File: config.mk
export PLATFORM = sky130hd
export DESIGN_NAME = emb3_back
export DESIGN_NICKNAME = d
export VERILOG_FILES = /design/src/rtl/emb3_pkg.sv /design/src/rtl/emb3_back.sv
export SDC_FILE = /design/constraint.sdc
export NUM_CORES = 1
export LEC_CHECK = 0
export ABC_AREA = 1
export BUFFER_PORTS_ARGS = -buffer_cell sky130_fd_sc_hd__buf_2
export CAP_MARGIN = 15
export CORE_MARGIN = 10
export CORE_UTILIZATION = 40
export CTS_BUF_LIST = sky130_fd_sc_hd__clkbuf_4
export DETAILED_ROUTE_END_ITERATION = 6
export PLACE_DENSITY = 0.78
export SYNTH_ARGS = -nofsm -noshare
export SYNTH_HDL_FRONTEND = slang
export SYNTH_SLANG_ARGS = --single-unit
File: constraint.sdc
create_clock -name clk -period 11 [get_ports clk]
set_input_delay 2.2 -clock clk [delete_from_list [all_inputs] [get_ports clk]]
set_output_delay 2.2 -clock clk [all_outputs]
set_load 0.02 [all_outputs]
File: src/rtl/emb3_pkg.sv
`timescale 1ns / 1ps

package emb3_pkg;

  localparam int unsigned CFG_W_W     = 12;
  localparam int unsigned CFG_H_W     = 13;
  localparam int unsigned CFG_DATA_W  = 13;
  localparam int unsigned CFG_IDX_W   = 1;
  localparam int unsigned CHAN_W      = 8;
  localparam int unsigned PIX_W       = 3 * CHAN_W;
  localparam int unsigned OUT_ROW_W   = 12;
  localparam int unsigned OUT_COL_W   = 11;
  localparam int unsigned QUEUE_DEPTH = 4;
  localparam int unsigned QPTR_W      = $clog2(QUEUE_DEPTH);
  localparam int unsigned QLVL_W      = $clog2(QUEUE_DEPTH + 1);

  localparam logic [CFG_IDX_W-1:0] REG_FRAME_WIDTH  = 1'b0;
  localparam logic [CFG_IDX_W-1:0] REG_FRAME_HEIGHT = 1'b1;

  localparam logic [CFG_W_W-1:0] FRAME_WIDTH_RST  = 12'd640;
  localparam logic [CFG_H_W-1:0] FRAME_HEIGHT_RST = 13'd480;

  typedef struct packed {
    logic [OUT_ROW_W-1:0] row;
    logic [OUT_COL_W-1:0] col;
    logic [PIX_W-1:0]     cur;
    logic [PIX_W-1:0]     old;
    logic                 last;
  } emb3_job_t;

  function automatic logic [CHAN_W-1:0] emboss_chan(input logic [CHAN_W-1:0] cur,
                                                    input logic [CHAN_W-1:0] old);
    logic signed [CHAN_W+1:0] v;
    logic [CHAN_W-1:0]        res;
    v = signed'({2'b00, cur}) - signed'({2'b00, old}) + 10'sd128;
    if (v < 10'sd0) begin
      res = '0;
    end else if (v > 10'sd255) begin
      res = '1;
    end else begin
      res = v[CHAN_W-1:0];
    end
    return res;
  endfunction

endpackage

File: src/rtl/emb3_back.sv
`timescale 1ns / 1ps

module emb3_back (
  input  logic                           clk,
  input  logic                           rst_n,
  input  logic                           q_empty,
  input  emb3_pkg::emb3_job_t            head_job,
  output logic                           pop,
  output logic                           out_valid,
  input  logic                           out_stall,
  output logic [emb3_pkg::OUT_ROW_W-1:0] out_row,
  output logic [emb3_pkg::OUT_COL_W-1:0] out_col,
  output logic [emb3_pkg::CHAN_W-1:0]    out_blue,
  output logic [emb3_pkg::CHAN_W-1:0]    out_green,
  output logic [emb3_pkg::CHAN_W-1:0]    out_red,
  output logic                           out_last
);
  import emb3_pkg::*;

  logic                 valid_r, valid_nxt;
  logic [OUT_ROW_W-1:0] row_r;
  logic [OUT_COL_W-1:0] col_r;
  logic [CHAN_W-1:0]    blue_r, green_r, red_r;
  logic                 last_r;

  assign pop       = !q_empty && (!valid_r || !out_stall);
  assign valid_nxt = pop || (valid_r && out_stall);

  always_ff @(posedge clk) begin
    if (!rst_n) begin
      valid_r <= 1'b0;
    end else begin
      valid_r <= valid_nxt;
    end
  end

  always_ff @(posedge clk) begin
    if (pop) begin
      row_r   <= head_job.row;
      col_r   <= head_job.col;
      blue_r  <= emboss_chan(head_job.cur[CHAN_W-1:0], head_job.old[CHAN_W-1:0]);
      green_r <= emboss_chan(head_job.cur[2*CHAN_W-1:CHAN_W],
                             head_job.old[2*CHAN_W-1:CHAN_W]);
      red_r   <= emboss_chan(head_job.cur[3*CHAN_W-1:2*CHAN_W],
                             head_job.old[3*CHAN_W-1:2*CHAN_W]);
      last_r  <= head_job.last;
    end
  end

  assign out_valid = valid_r;
  assign out_row   = row_r;
  assign out_col   = col_r;
  assign out_blue  = blue_r;
  assign out_green = green_r;
  assign out_red   = red_r;
  assign out_last  = last_r;

endmodule

# Word-level counts from Yosys, hierarchy flattened
# Cells that the tools add are included.
# W data, S select, Z words.
# totals
ff_bits	49
output_inout_bits	50
# op_classes
addsub	6
order_cmp	6
mux	3
reduce_logical	7
# ops
cell	count
$add A9 B9 Y10 const B	3
$gt A10 B9 Y1 const B	3
$lt A10 B1 Y1 const B	3
$sub A8 B8 Y9	3
$mux W8	3
$logic_not A1 Y1	3
$logic_and A1 B1 Y1	2
$logic_or A1 B1 Y1	2

# Depth between registers and ports, before layout
# logic_depth
depth_word	4
depth_mapped	16
depth_no_buf	15

# Worst setup path after synthesis
# No wires, ideal clock.
# synth_timing
path_type	input to output
start	input port q_empty
end	output port pop
arrival_ns	4.832
required_ns	8.800
slack_ns	3.968
path_stages	1
path_buffers	0
path_cell_list	a21oi_1
# synth_via
elab_chain_len	2
# synth_lines
element	line_no	source
start: declaration	emb3_back.sv:6	input logic q_empty,
$logic_not A1 Y1	emb3_back.sv:26	assign pop = !q_empty && (!valid_r || !out_stall);
$logic_and A1 B1 Y1	emb3_back.sv:26	
end: declaration	emb3_back.sv:8	output logic pop,
# No other way between the ends.

# Final worst setup path
# layout_timing
start	input port out_stall
end	output port pop
# layout_via
elab_chain_len	3
# layout_lines
element	line_no	source
start: declaration	emb3_back.sv:10	input logic out_stall,
$logic_not A1 Y1	emb3_back.sv:26	
$logic_or A1 B1 Y1	emb3_back.sv:26	
$logic_and A1 B1 Y1	emb3_back.sv:26	
# No other way between the ends.

==> summary.txt <==
Outcome
  – Outcome: finished clean

Setup path
  – Worst Reg-to-Reg Cells: 2
  – FF-to-FF End: out_blue[7]
  – R2r setup slk: 9.62 ns
  – Startpoint types: input pin
  – Arr. time, crit path: 3.20 ns
  – Crit path kind: in -> out
  – Worst path required time: 8.80 ns
  – Endpoint type of the worst setup path: output port
  – Max FO, Critical Path: 49
  – Worst R2R Start: out_valid

Place
  – I/O Buffers: about 130
  – Dpl hpwl: about 5.8 mm
  – Placer Congestion: 0.836

Route
  – First drt pass iteration count: 4
  – Vias per cell: 4.42
  – DR iter-0 viols: 67
  – Per-cell routed wire length: 12.2 um
  – Via Count: roughly 2.4k
  – Antenna-violating nets left: 0
  – Total Wirelength: 6.62 mm
  – Number of remaining DRC errors: 0

Synth
  – Yosys warns: 0
  – Largest cells by area after synthesis: edfxtp_1, ha_1, nand2_1, inv_1, a21oi_1
  – Seq cells post-synth: 49
  – Post-Syn Area per Cell: 9.36 um^2
  – Top-area cell type share of the netlist area: 49.5%
  – Synth Cell Area: 0.00291 mm^2
  – Dominant cell type by area after synthesis: edfxtp_1
  – Post-synth EDFFs: 48
  – Synth async-reset ratio: 0%
  – Top_reg_cell synth: edfxtp_1
  – Top-count cell post-synth: nand2_1
  – Seq/Total Area, Yosys: 50.2%
  – Unique cell type count in the Yosys netlist: 20
  – Commonest cells in the netlist: nand2_1, inv_1, edfxtp_1
  – Post-Synthesis Cells: 311
  – Syn_nets: 420

Clock tree
  – Clock Pin Slew Worst Setup and Hold Paths: between 0.1 and 0.15 ns
  – Post-CTS Setup Repair Bufs: 0
  – Clk_lat worst skew: 0.35 ns
  – CTS Buf Count: 5
  – CTS tree: done
  – H-tree depth: 2
  – CTS root buf: clkbuf_4
  – Clock buffer depth: 2
  – Post_cts resized: 0
  – Clock Sinks: 49
  – # hold bufs at CTS: 0

Timing
  – Hold slack: 0.549 ns
  – Fmax: 0.185 GHz
  – Final TNS setup: 0 ns
  – Max_slew headroom: 61.6%
  – Period utilization: 49.1%
  – Transition time of the tightest slew-check pin: 0.576 ns
  – Final min period: 5.40 ns
  – RSZ-0062 raised after global routing: no
  – Fin. Hold Viols: 0
  – Setup violators final: 0
  – Fin Clk Skew: 0.0160 ns
  – Max Transition Viols Final: 0

Floorplan
  – Die Wd: 105 um
  – Ports: 126
  – Die area: 0.0111 mm^2
  – Initial Util: 40.6%
  – Core area: 0.00718 mm^2
  – Die H: 105 um
  – Number of cell rows: 31

Min path
  – Min-delay worst type: reg -> reg
  – Worst Hold Depth: 2
  – Hold Path Sink: out_valid
  – Hold Startpoint: out_valid

Pwr
  – Combinational share of power: 33.3%
  – Power per Cell Area: 128 mW/mm^2
  – Net Sw Frac: about a third
  – Switch Pwr: 0.152 mW
  – Total internal power: 0.323 mW
  – Pleak: 1.99 nW
  – Power share of the sequential group: 50.3%
  – Peak supply drop: roughly 0.000047 V
  – Clock power share: 16.4%

Flow run
  – Max_cap viols: 0

Global route
  – GRT Total Usage: 11.9%
  – GRT overflow: 0
  – Largest net degree at the start of global routing: 50
  – First-pass GRT wire length: 11.2 mm
  – Vias in the first global route: 2,434
  – Antenna violations before repair: 0

Cells and area
  – Layout cell share with drive strength beyond 1: between 30% and 40%
  – Synthesis-to-layout area growth: 27.9%
  – Post-route core utilization: approximately 52%
  – Nets@finish: 550
  – Final antenna diode count: 0
## critical path, stage by stage
cell	delay, ns
buf_2	0.12
a21oi_4	0.10
buf_4	0.50
buf_2	0.27
## cells in the final DEF, fill, tap and decap left out, types with 3 or more instances in the layout
master,Yosys,layout
buf_2,1,125
a21oi_2,4,4
nand3b_1,6,6
o21ai_0,6,6
nand2_2,5,5
nor2_1,15,15
inv_1,68,68
clkbuf_4,0,7
nand3_1,14,14
edfxtp_1,48,48
fa_1,3,3
or2_1,3,3
ha_1,30,30
xnor2_1,3,3
nand2_1,78,78
a21oi_1,21,20
## sequential cells by signal (all words and copies together) (netlist names)
signal	flops
out_row	12
out_valid	1
out_blue	8
out_last	1
out_red	8
out_col	11
out_green	8
## routing by layer
metal / GRT usage (%) / share of wire [%]
met3: 3.41 / 7.1
met5: 0 / 0
met2: 21.9 / 51
met4: 3.63 / 1.6
met1: 12.8 / 41
## power groups by stage
stage	registers, mW	clock network [mW]	logic [mW]
after CTS	0.239	0.0823	0.161
final	0.239	0.0780	0.158
after global placement	0.243	0	0.156
after floorplan	0.270	0	0.0816
after detailed placement	0.244	0	0.160
after global routing	0.241	0.0901	0.181
## final cells by class
cell class | count | area (um^2)
fill | 689 | 3450
inverter | 68 | 255
sequential | 49 | 1460
multi-input combinational | 191 | 1190
clock inverter | 1 | 3.75
tap | 99 | 124
timing repair buffer | 126 | 633
clock buffer | 7 | 52.6
## worst max-delay path by stage
stage               cells past startpoint       from   to
floorplan                               1    q_empty  pop
global placement                        4  out_stall  pop
detailed placement                      4  out_stall  pop
CTS                                     4  out_stall  pop
global route                            4  out_stall  pop
finish                                  4  out_stall  pop
## per-stage QoR
stage / total power [mW] / cell area [um^2] / setup slack [ns] / instances
floorplan: 0.352 / 2910 / 3.97 / 311
CTS: 0.483 / 3720 / 5.56 / 541
finish: 0.475 / 3720 / 5.60 / 541
global route: 0.513 / 3720 / 5.51 / 541
detailed placement: 0.404 / 3670 / 5.56 / 533
global placement: 0.399 / 3670 / 5.60 / 533
## logic make-up (layout without fill, tap and decap cells)
group                    Yosys count  count (layout)  share of synthesized area (%)
AND/OR/NAND/NOR                  123             123                           18.7
buffers and inverters             71             202                           9.20
flip-flops                        49              49                           50.2
adder cells (fa/ha/maj)           33              33                           15.0
AO/OA/AOI/OAI                     32              32                           6.10
XOR/XNOR                           3               3                          0.903
Power figures use the tool's default switching activity.
