### src/rtl/emb3_pkg.sv
`timescale 1ns / 1ps

package emb3_pkg;

  localparam int unsigned CFG_W_W     = 12;
  localparam int unsigned CFG_H_W     = 13;
  localparam int unsigned CFG_DATA_W  = 13;
  localparam int unsigned CFG_IDX_W   = 1;
  localparam int unsigned CHAN_W      = 8;
  localparam int unsigned PIX_W       = 3 * CHAN_W;
  localparam int unsigned OUT_ROW_W   = 12;
  localparam int unsigned OUT_COL_W   = 11;
  localparam int unsigned QUEUE_DEPTH = 4;
  localparam int unsigned QPTR_W      = $clog2(QUEUE_DEPTH);
  localparam int unsigned QLVL_W      = $clog2(QUEUE_DEPTH + 1);

  localparam logic [CFG_IDX_W-1:0] REG_FRAME_WIDTH  = 1'b0;
  localparam logic [CFG_IDX_W-1:0] REG_FRAME_HEIGHT = 1'b1;

  localparam logic [CFG_W_W-1:0] FRAME_WIDTH_RST  = 12'd640;
  localparam logic [CFG_H_W-1:0] FRAME_HEIGHT_RST = 13'd480;

  typedef struct packed {
    logic [OUT_ROW_W-1:0] row;
    logic [OUT_COL_W-1:0] col;
    logic [PIX_W-1:0]     cur;
    logic [PIX_W-1:0]     old;
    logic                 last;
  } emb3_job_t;

  function automatic logic [CHAN_W-1:0] emboss_chan(input logic [CHAN_W-1:0] cur,
                                                    input logic [CHAN_W-1:0] old);
    logic signed [CHAN_W+1:0] v;
    logic [CHAN_W-1:0]        res;
    v = signed'({2'b00, cur}) - signed'({2'b00, old}) + 10'sd128;
    if (v < 10'sd0) begin
      res = '0;
    end else if (v > 10'sd255) begin
      res = '1;
    end else begin
      res = v[CHAN_W-1:0];
    end
    return res;
  endfunction

endpackage

### src/rtl/emb3_queue.sv
`timescale 1ns / 1ps

module emb3_queue (
  input  logic                        clk,
  input  logic                        rst_n,
  input  logic                        push,
  input  emb3_pkg::emb3_job_t         push_job,
  input  logic                        pop,
  output emb3_pkg::emb3_job_t         head_job,
  output logic                        empty,
  output logic [emb3_pkg::QLVL_W-1:0] level
);
  import emb3_pkg::*;

  emb3_job_t         entries_r [QUEUE_DEPTH];
  logic [QPTR_W-1:0] rd_ptr_r, rd_ptr_nxt;
  logic [QPTR_W-1:0] wr_ptr_r, wr_ptr_nxt;
  logic [QLVL_W-1:0] level_r, level_nxt;

  assign head_job = entries_r[rd_ptr_r];
  assign empty    = (level_r == '0);
  assign level    = level_r;

  always_comb begin
    rd_ptr_nxt = pop  ? QPTR_W'(rd_ptr_r + 1'b1) : rd_ptr_r;
    wr_ptr_nxt = push ? QPTR_W'(wr_ptr_r + 1'b1) : wr_ptr_r;
    level_nxt  = level_r;
    if (push && !pop) begin
      level_nxt = QLVL_W'(level_r + 1'b1);
    end else if (pop && !push) begin
      level_nxt = QLVL_W'(level_r - 1'b1);
    end
  end

  always_ff @(posedge clk) begin
    if (!rst_n) begin
      rd_ptr_r <= '0;
      wr_ptr_r <= '0;
      level_r  <= '0;
    end else begin
      rd_ptr_r <= rd_ptr_nxt;
      wr_ptr_r <= wr_ptr_nxt;
      level_r  <= level_nxt;
    end
  end

  always_ff @(posedge clk) begin
    if (push) begin
      entries_r[wr_ptr_r] <= push_job;
    end
  end

endmodule

### config.mk
export PLATFORM = sky130hd
export DESIGN_NAME = emb3_queue
export DESIGN_NICKNAME = d
export VERILOG_FILES = /design/src/rtl/emb3_pkg.sv /design/src/rtl/emb3_queue.sv
export SDC_FILE = /design/constraint.sdc
export NUM_CORES = 1
export LEC_CHECK = 0
export BUFFER_PORTS_ARGS = -buffer_cell sky130_fd_sc_hd__buf_2
export CORE_MARGIN = 5
export CORE_UTILIZATION = 57
export CTS_CLUSTER_DIAMETER = 80
export DETAILED_ROUTE_END_ITERATION = 12
export PLACE_DENSITY = 0.76
export RECOVER_POWER = 50
export SLEW_MARGIN = 25
export SYNTH_ARGS = -nofsm -noshare
export SYNTH_HDL_FRONTEND = slang
export SYNTH_SLANG_ARGS = --single-unit
### constraint.sdc
create_clock -name clk -period 3.7 [get_ports clk]
set_input_delay 0.74 -clock clk [delete_from_list [all_inputs] [get_ports clk]]
set_output_delay 0.74 -clock clk [all_outputs]
set_load 0.05 [all_outputs]
## Word-level counts from Yosys, hierarchy flattened

Memory sizes are Yosys's and may differ from the RTL's. A register that Yosys moved wholly into a read port is not among the register bits.
Index checks and enable logic that the tools add are counted.

| word-level totals | value |
|---|---|
| register bits after elaboration | 7 |
| bits in writable memories | 288 |
| output and inout port bits | 76 |
| memories kept | 1 |

Memory list:

| memory | depth | bits a word | rd ports | clocked after memory_dff | wr ports | line | source |
|---|---|---|---|---|---|---|---|
| entries_r | 4 | 72 | 1 | 1 | 1 | emb3_queue.sv:15 | `emb3_job_t entries_r [QUEUE_DEPTH];` |

| operators by class | value |
|---|---|
| add/subtract/negate cells | 4 |
| muxes and demuxes | 6 |
| reduce and logical (&&, ||, !) cells | 6 |

Operators with widths:

| kind | number |
|---|---|
| 3-bit 2-to-1 mux | 2 |
| 2-bit by 1-bit adder with 2-bit output (second input constant) | 2 |
| 2-bit 2-to-1 mux | 2 |
| 3-bit by 1-bit adder with 3-bit output (second input constant) | 1 |
| 3-bit logical NOT | 1 |
| 3-bit by 1-bit subtractor with 3-bit output (second input constant) | 1 |
| 1-bit logical AND | 2 |
| 1-bit logical NOT | 2 |
| 1-bit 2-to-1 mux | 2 |
| 2-bit nonzero test | 1 |

## Longest topological paths before layout

Gate-level depths: netlist of run 1.

| logic depth | value |
|---|---|
| word-level depth | 4 |
| mapped depth | 7 |
| gate-level depth less buffers | 7 |

## Worst setup path after synthesis of run 1

No wires, ideal clock.

| timing path | value |
|---|---|
| path kind | input to register |
| start point | input port push |
| end point | memory entries_r[0][0] (netlist name), enable pin |
| arrival | 2.425 ns |
| data required time | 3.262 ns |
| slack | 0.837 ns |
| stages on the path | 1 |
| path buffers | 0 |
| cell sequence | and2_1 |

| between the ends | value |
|---|---|
| cells in the longest elaborated chain, start to end | 2 |

Ends and longest elaborated chain:

| what | line | source |
|---|---|---|
| from (decl) | emb3_queue.sv:6 | `input logic push,` |
| 1-bit 2-to-1 mux | emb3_queue.sv:48 | `if (push) begin` |
| 1-bit 2-to-1 mux (implied by the code) | emb3_queue.sv:49 | `entries_r[wr_ptr_r] <= push_job;` |
| to (decl) | emb3_queue.sv:15 |  |

No other way between the ends.

## Final worst setup path of run 1

| timing path | value |
|---|---|
| start point | input port push |
| end point | memory entries_r[2][64] (netlist name), enable pin |

The elaborated chain is that of the path after synthesis.

==> flow_summary.toml, run 1 <==
[detailed_routing]
vias_per_cell = 5.69
detail_route.iter0.violations = 292
dr.pass1.iters = 5
remaining_drc_errors = 0
finalWirelength_um = 18500
route.antenna.remaining_nets = 0
post_drt_wl_per_cell_um = 21.8
detailroute.via_count = 4828

[logic_synthesis]
synth_compound_gate_area_share_pct = 0.115
synth_adder_area_share_pct = 0.757
synth_cells = 418
synth_simple_gate_area_share_pct = 0.769
synth_seq_area_share_pct = 81.0
post_synth_instance_area_um2 = 10900
synth_xor_xnor_area_share_pct = 0.402
synth_top_family_by_area = "multiplexers"
post_syn_area_per_cell_um2 = 26.1
synth_seq_cells = 297
yosysWarnings = 0
synth_nets = 500
synth_cell_type_count = 21
synth.mux.area_fraction_pct = 15.1

[grt]
antenna_found_initial = 1
remaining_global_route_overflow = 0
grt_first_pass_wirelength_um = 29400
vias_in_the_first_global_route = 5381
grt_max_degree = 43
grt_use_total_pct = 17.3

[clock_network]
cts_tree = "yes"
worst_skew_pair.late_latency_ps = 510
ctsRootBufferMaster = "clkbuf_16"
post_cts.repair.setup_buffers = 0
numCtsBuffers = 29
htree_levels = 1
clock-sinks = 297
cts_hold_buf = 0
ctsLongestPathBuffers = 3
postCtsResizedCells = 0
clkSlewWorstSetupHoldPaths_ps = 60

[power_and_ir_drop]
power_leakage_nw = 4.14
max-vdd-ir-drop_v = 0.000431
power.density_cell_area_nw_per_um2 = 605

[placed_design]
io_buffers = 151
post-dp-hpwl_um = 11500
gp_congestion = 0.686
postPlaceCellArea_um2 = 11900
place_inst = 795

[finish]
finish.cell_count_without_fillers = 848
filler_cell_count = 1213
sequential_cell_area_um2 = 8840
final_area_um2 = 12700
nets = 674
post_route_cells_drive_above_1_share_pct = 32.7
multi_input_logic_area_um2 = 1880
syn_to_final_growth_pct = 16.5
num_antenna_cells = 0

[setup_path]
crit_path_cell_trace = "clkbuf_1, and2_0, buf_12"
path_class = "input pin to flop"
cp-start-kind = "input pin"
timing.critical_path.slowest_stage_cell = "and2_0"
crit_fanout = 42
endpoint_kind = "flop"
cp_data_arrival_time_ps = 3260
cp_slowest_stage_delay_ps = 1850
required_time_reported_for_the_critical_path_endpoint_ps = 3890

[die]
die_w_um = 148
floorplan.die.height_um = 148
initial_core_util_pct = 58.1
boundaryPins = 152
std_cell_rows = 50
design.die.area_um2 = 22000
area_of_the_core_region_um2 = 18800

[sta]
final.setup.tns_ps = 0
setup_violations = 0
clock-skew-final_ps = 8.56
finalHoldWorstSlack_ps = 481
share_of_the_clock_period_used_by_the_worst_path_pct = 83.0
timing.final.crit_period_ps = 3070
fmax_mhz = 326
report.final.slew_viol_count = 62
worst_pin_slew_ps = 2430
worst_slew_margin_rel_pct = -62.4
unrepaired_setup_endpoints_after_global_routing = "no"
final_hold_viol_count = 0

[status]
failed_checks = "max-capacitance violations, max-slew violations"
result_of_the_run = "finished, violations left"

[flow_run]
maxCapViolCount = 2

[min_path]
hold_class = "input pin to flop"
==> routing by layer <==
metal  wire length [um]  GRT usage, %  vias up  share of wire [%]
li1                   -             -     2136                  -
met1               7510          22.9     2518                 41
met2               9660          30.5      149                 52
met3               1030          3.14       23                5.6
met4                256          3.70        2                1.4
met5                 12             0        -              0.065
==> power by group <==
group          internal, mW  switching, mW  leakage, nW
sequential             3.86         0.0707         2.72
combinational         0.322          0.748        0.984
clock                  1.57           1.11        0.437
==> worst max-delay path: cells and delay by family <==
kind,cells,cell delay [ps]
AND/OR/NAND/NOR,1,1850
buffers and inverters,2,650
==> cell usage after synthesis, drive strengths merged <==
library cell	number	area share, %
a21boi	1	0.069
and2	9	0.52
buf	15	1.7
clkbuf	1	0.034
dfxtp	9	1.7
edfxtp	288	79
fa	1	0.18
ha	5	0.57
inv	4	0.14
mux2i	2	0.18
mux4	72	15
nand2	1	0.034
nor2b	2	0.11
nor3	1	0.046
o21ai	1	0.046
or3	1	0.057
xnor2	2	0.16
xor2	3	0.24
==> final timing paths <==
| path | from | to | slack [ps] | depth (start not counted) |
|---|---|---|---|---|
| hold / removal | push_job[0] | entries_r[3][0]$_DFFE_PP_ | 480 | 1 |
| hold reg to reg | level[2]$_SDFFE_PN0P_ | level[2]$_SDFFE_PN0P_ | 540 | 2 |
| setup / recovery | push | entries_r[2][64]$_DFFE_PP_ | 630 | 3 |
| setup reg to reg | wr_ptr_r[0]$_SDFFE_PN0P_ | entries_r[2][64]$_DFFE_PP_ | 640 | 4 |
==> logic make-up (layout without fill, tap and decap cells) <==
| logic type | count (synthesis) | in the layout |
|---|---|---|
| AOI/OAI and AO/OA | 2 | 2 |
| xor gates and xnor gates | 5 | 5 |
| adders and majority gates | 6 | 6 |
| buffers and inverters | 20 | 216 |
| DFF | 297 | 297 |
| muxes | 74 | 74 |
| and+or+nand+nor | 14 | 14 |
==> metrics by stage <==
stage                     total power [mW]  setup WS, ps  utilization (%)
after floorplan                       4.83           837                -
after global placement                5.08          1140             63.5
after detailed placement              5.11          1140             63.5
after CTS                             7.79           584             68.2
after global routing                  7.99           401             67.7
final                                 7.69           631             67.7
==> registers in the layout (all words and copies together) (netlist names), named ones only <==
| signal | cells |
|---|---|
| entries_r | 288 |
| level | 3 |
| rd_ptr_r | 2 |
| wr_ptr_r | 2 |
==> layout make-up <==
type                            count  share of cell area [%]
Clock inverter                     13                   0.719
Multi-Input combinational cell    101                    14.8
Clock buffer                       40                    6.27
Timing Repair Buffer              159                    6.29
Sequential cell                   297                    69.5
Inverter                            4                   0.118
Tap cell                          234                    2.30
==> layout by cell type, fill, tap and decap left out <==
cell,count
a21boi_0,1
and2_0,5
and2_1,2
and2_4,2
buf_12,6
buf_2,78
buf_4,2
bufinv_16,1
clkbuf_1,81
clkbuf_16,29
clkbuf_8,3
clkinv_1,4
clkinv_2,6
clkinv_4,1
clkinvlp_4,1
dfxtp_1,7
dfxtp_4,2
edfxtp_1,288
fa_1,1
ha_1,5
inv_1,4
mux2i_1,2
mux4_1,2
mux4_2,70
nand2_1,1
nor2b_1,2
nor3_1,1
o21ai_0,1
or3_1,1
xnor2_1,2
xor2_1,3
(Power assumes the default switching activity.)
==> inputs of run 2 (changes only) <==
==> constraint.sdc (replaced) <==
create_clock -name clk -period 3.2 [get_ports clk]
set_input_delay 0.64 -clock clk [delete_from_list [all_inputs] [get_ports clk]]
set_output_delay 0.64 -clock clk [all_outputs]
set_load 0.05 [all_outputs]
==> run 2 against run 1 <==
Net effect:
- the flow still finishes with violations (max-capacitance violations, max-slew violations)
- core utilization up 0.15 points
- sequential power up 16%
- final cell count up 0.47%
- critical path depth unchanged
- count of clock-buffer cells in the layout down 3
- die area unchanged
- critical endpoint is now head_job[37]
- largest cell class unchanged
==> flow_summary.toml, run 2 (same netlist as run 1, synthesis figures left out) <==
[status]
result_of_the_run = "finished, violations left"
failed_checks = "max-capacitance violations, max-slew violations"

[clock_network]
cts_tree = "yes"
worst_skew_pair.late_latency_ps = 520
clock-sinks = 297
ctsRootBufferMaster = "clkbuf_16"
htree_levels = 1
numCtsBuffers = 29
postCtsResizedCells = 0
post_cts.repair.setup_buffers = 0
clkSlewWorstSetupHoldPaths_ps = 60
cts_hold_buf = 0
ctsLongestPathBuffers = 3

[finish]
post_route_cells_drive_above_1_share_pct = 33.3
layout_common_cells = "288 x edfxtp_1, 79 x clkbuf_1, 78 x buf_2"
final_common_cell = "edfxtp_1"
nets = 680
finalCoreUtilization_pct = 67.9
filler_cell_count = 1204
largest_register_ffs = 288
num_antenna_cells = 0
syn_to_final_growth_pct = 16.8
largest_register = "entries_r"

[power_and_ir_drop]
max-vdd-ir-drop_v = 0.000518
clock_power_share_pct = 34.9
seq_power_share_pct = 51.0
switching_share_pct = 25.5
power_leakage_nw = 4.17
net-switching-power_mw = 2.27
combPwrFrac_pct = 14.1
power_report.internal_total_mw = 6.63
power.density_cell_area_nw_per_um2 = 699

[setup_path]
crit_fanout = 21
path_class = "flop to primary output"
cp_data_arrival_time_ps = 2210
r2r_cells = 4
r2r-start = "wr_ptr_r[1]$_SDFFE_PN0P_"
required_time_reported_for_the_critical_path_endpoint_ps = 2560
cp-start-kind = "flop"
endpoint_kind = "primary output"

[detailed_routing]
remaining_drc_errors = 0
finalWirelength_um = 19300
post_drt_wl_per_cell_um = 22.6
route.antenna.remaining_nets = 0
dr.pass1.iters = 4
detailroute.via_count = 4884
detail_route.iter0.violations = 247
vias_per_cell = 5.73

[placed_design]
gp_congestion = 0.716
io_buffers = 151
post-dp-hpwl_um = 12000

[sta]
fmax_mhz = 350
share_of_the_clock_period_used_by_the_worst_path_pct = 89.2
setup_violations = 0
worst_slew_margin_rel_pct = -36.5
worst_pin_slew_ps = 2050
timing.final.crit_period_ps = 2850
clock-skew-final_ps = 10.5
final.setup.tns_ps = 0
unrepaired_setup_endpoints_after_global_routing = "no"
final_hold_viol_count = 0
report.final.slew_viol_count = 26

[grt]
remaining_global_route_overflow = 0
grt_use_total_pct = 17.9
grt_max_degree = 48
grt_first_pass_wirelength_um = 30200
vias_in_the_first_global_route = 5314
antenna_found_initial = 1

[flow_run]
maxCapViolCount = 1

[die]
initial_core_util_pct = 58.1
floorplan.die.height_um = 148
design.die.area_um2 = 22000
area_of_the_core_region_um2 = 18800
boundaryPins = 152
die_w_um = 148
std_cell_rows = 50

[min_path]
hold-path-cell-count = 1
hold_class = "input pin to flop"
hp-start = "push_job[23]"
run 2: changes by cell type in the layout (fill, tap and decap cells not counted):
| cell | change |
|---|---|
| buf_4 | +5 |
| clkbuf_1 | -2 |
| and2_0 | +1 |
| and2_1 | -1 |
| clkbuf_2 | +1 |
| clkbuf_8 | -1 |
| clkinv_1 | +1 |
| clkinv_4 | -1 |
| inv_8 | +1 |
run 2: power groups by stage:
stage	clock network, mW	logic, mW	registers, mW
2_1_floorplan	0	0.974	4.61
3_3_place_gp	0	1.28	4.61
3_5_place_dp	0	1.29	4.63
4_1_cts	3.17	1.30	4.54
5_1_grt	3.36	1.33	4.56
6_report	3.10	1.26	4.54
run 2: per-stage QoR:
stage / hold slack [ps] / setup WS, ps / cells / power [mW] / cell area (um^2)
after floorplan: 528 / 437 / 418 / 5.59 / 10900
after global placement: 487 / 865 / 801 / 5.89 / 12000
after detailed placement: 508 / 832 / 801 / 5.92 / 12000
after CTS: 302 / 263 / 852 / 9.01 / 12800
after global routing: 363 / 180 / 852 / 9.24 / 12700
final: 363 / 345 / 852 / 8.90 / 12700
run 2: worst paths after layout:
path / slack, ps / end
worst max-delay path: 350 / head_job[37]
worst min-delay path: 360 / entries_r[0][23]$_DFFE_PP_
worst max register to register: 380 / entries_r[1][62]$_DFFE_PP_
worst min register to register: 530 / level[2]$_SDFFE_PN0P_
run 2: area by class of cell:
cell class	instances	area, um^2	area share [%]
sequential	297	8840	69.4
multi-input combinational	101	1880	14.7
tap	234	293	2.30
timing repair buffer	165	842	6.61
clock inverter	14	97.6	0.766
inverter	4	15.0	0.118
clock buffer	37	776	6.09
run 2: metal layers:
layer / vias up / wire length (um) / global-route usage (%) / part of all wire (%)
li1: 2144 / - / - / -
met3: 40 / 1010 / 3.66 / 5.2
met2: 143 / 9840 / 30.9 / 51
met1: 2555 / 7900 / 23.9 / 41
met5: - / 13 / 0 / 0.067
met4: 2 / 509 / 4.53 / 2.6
run 2: worst max-delay path: stages (launching register included):
cell and delay, ps:
dfxtp_4 630, buf_12 270, mux4_2 540, buf_2 230
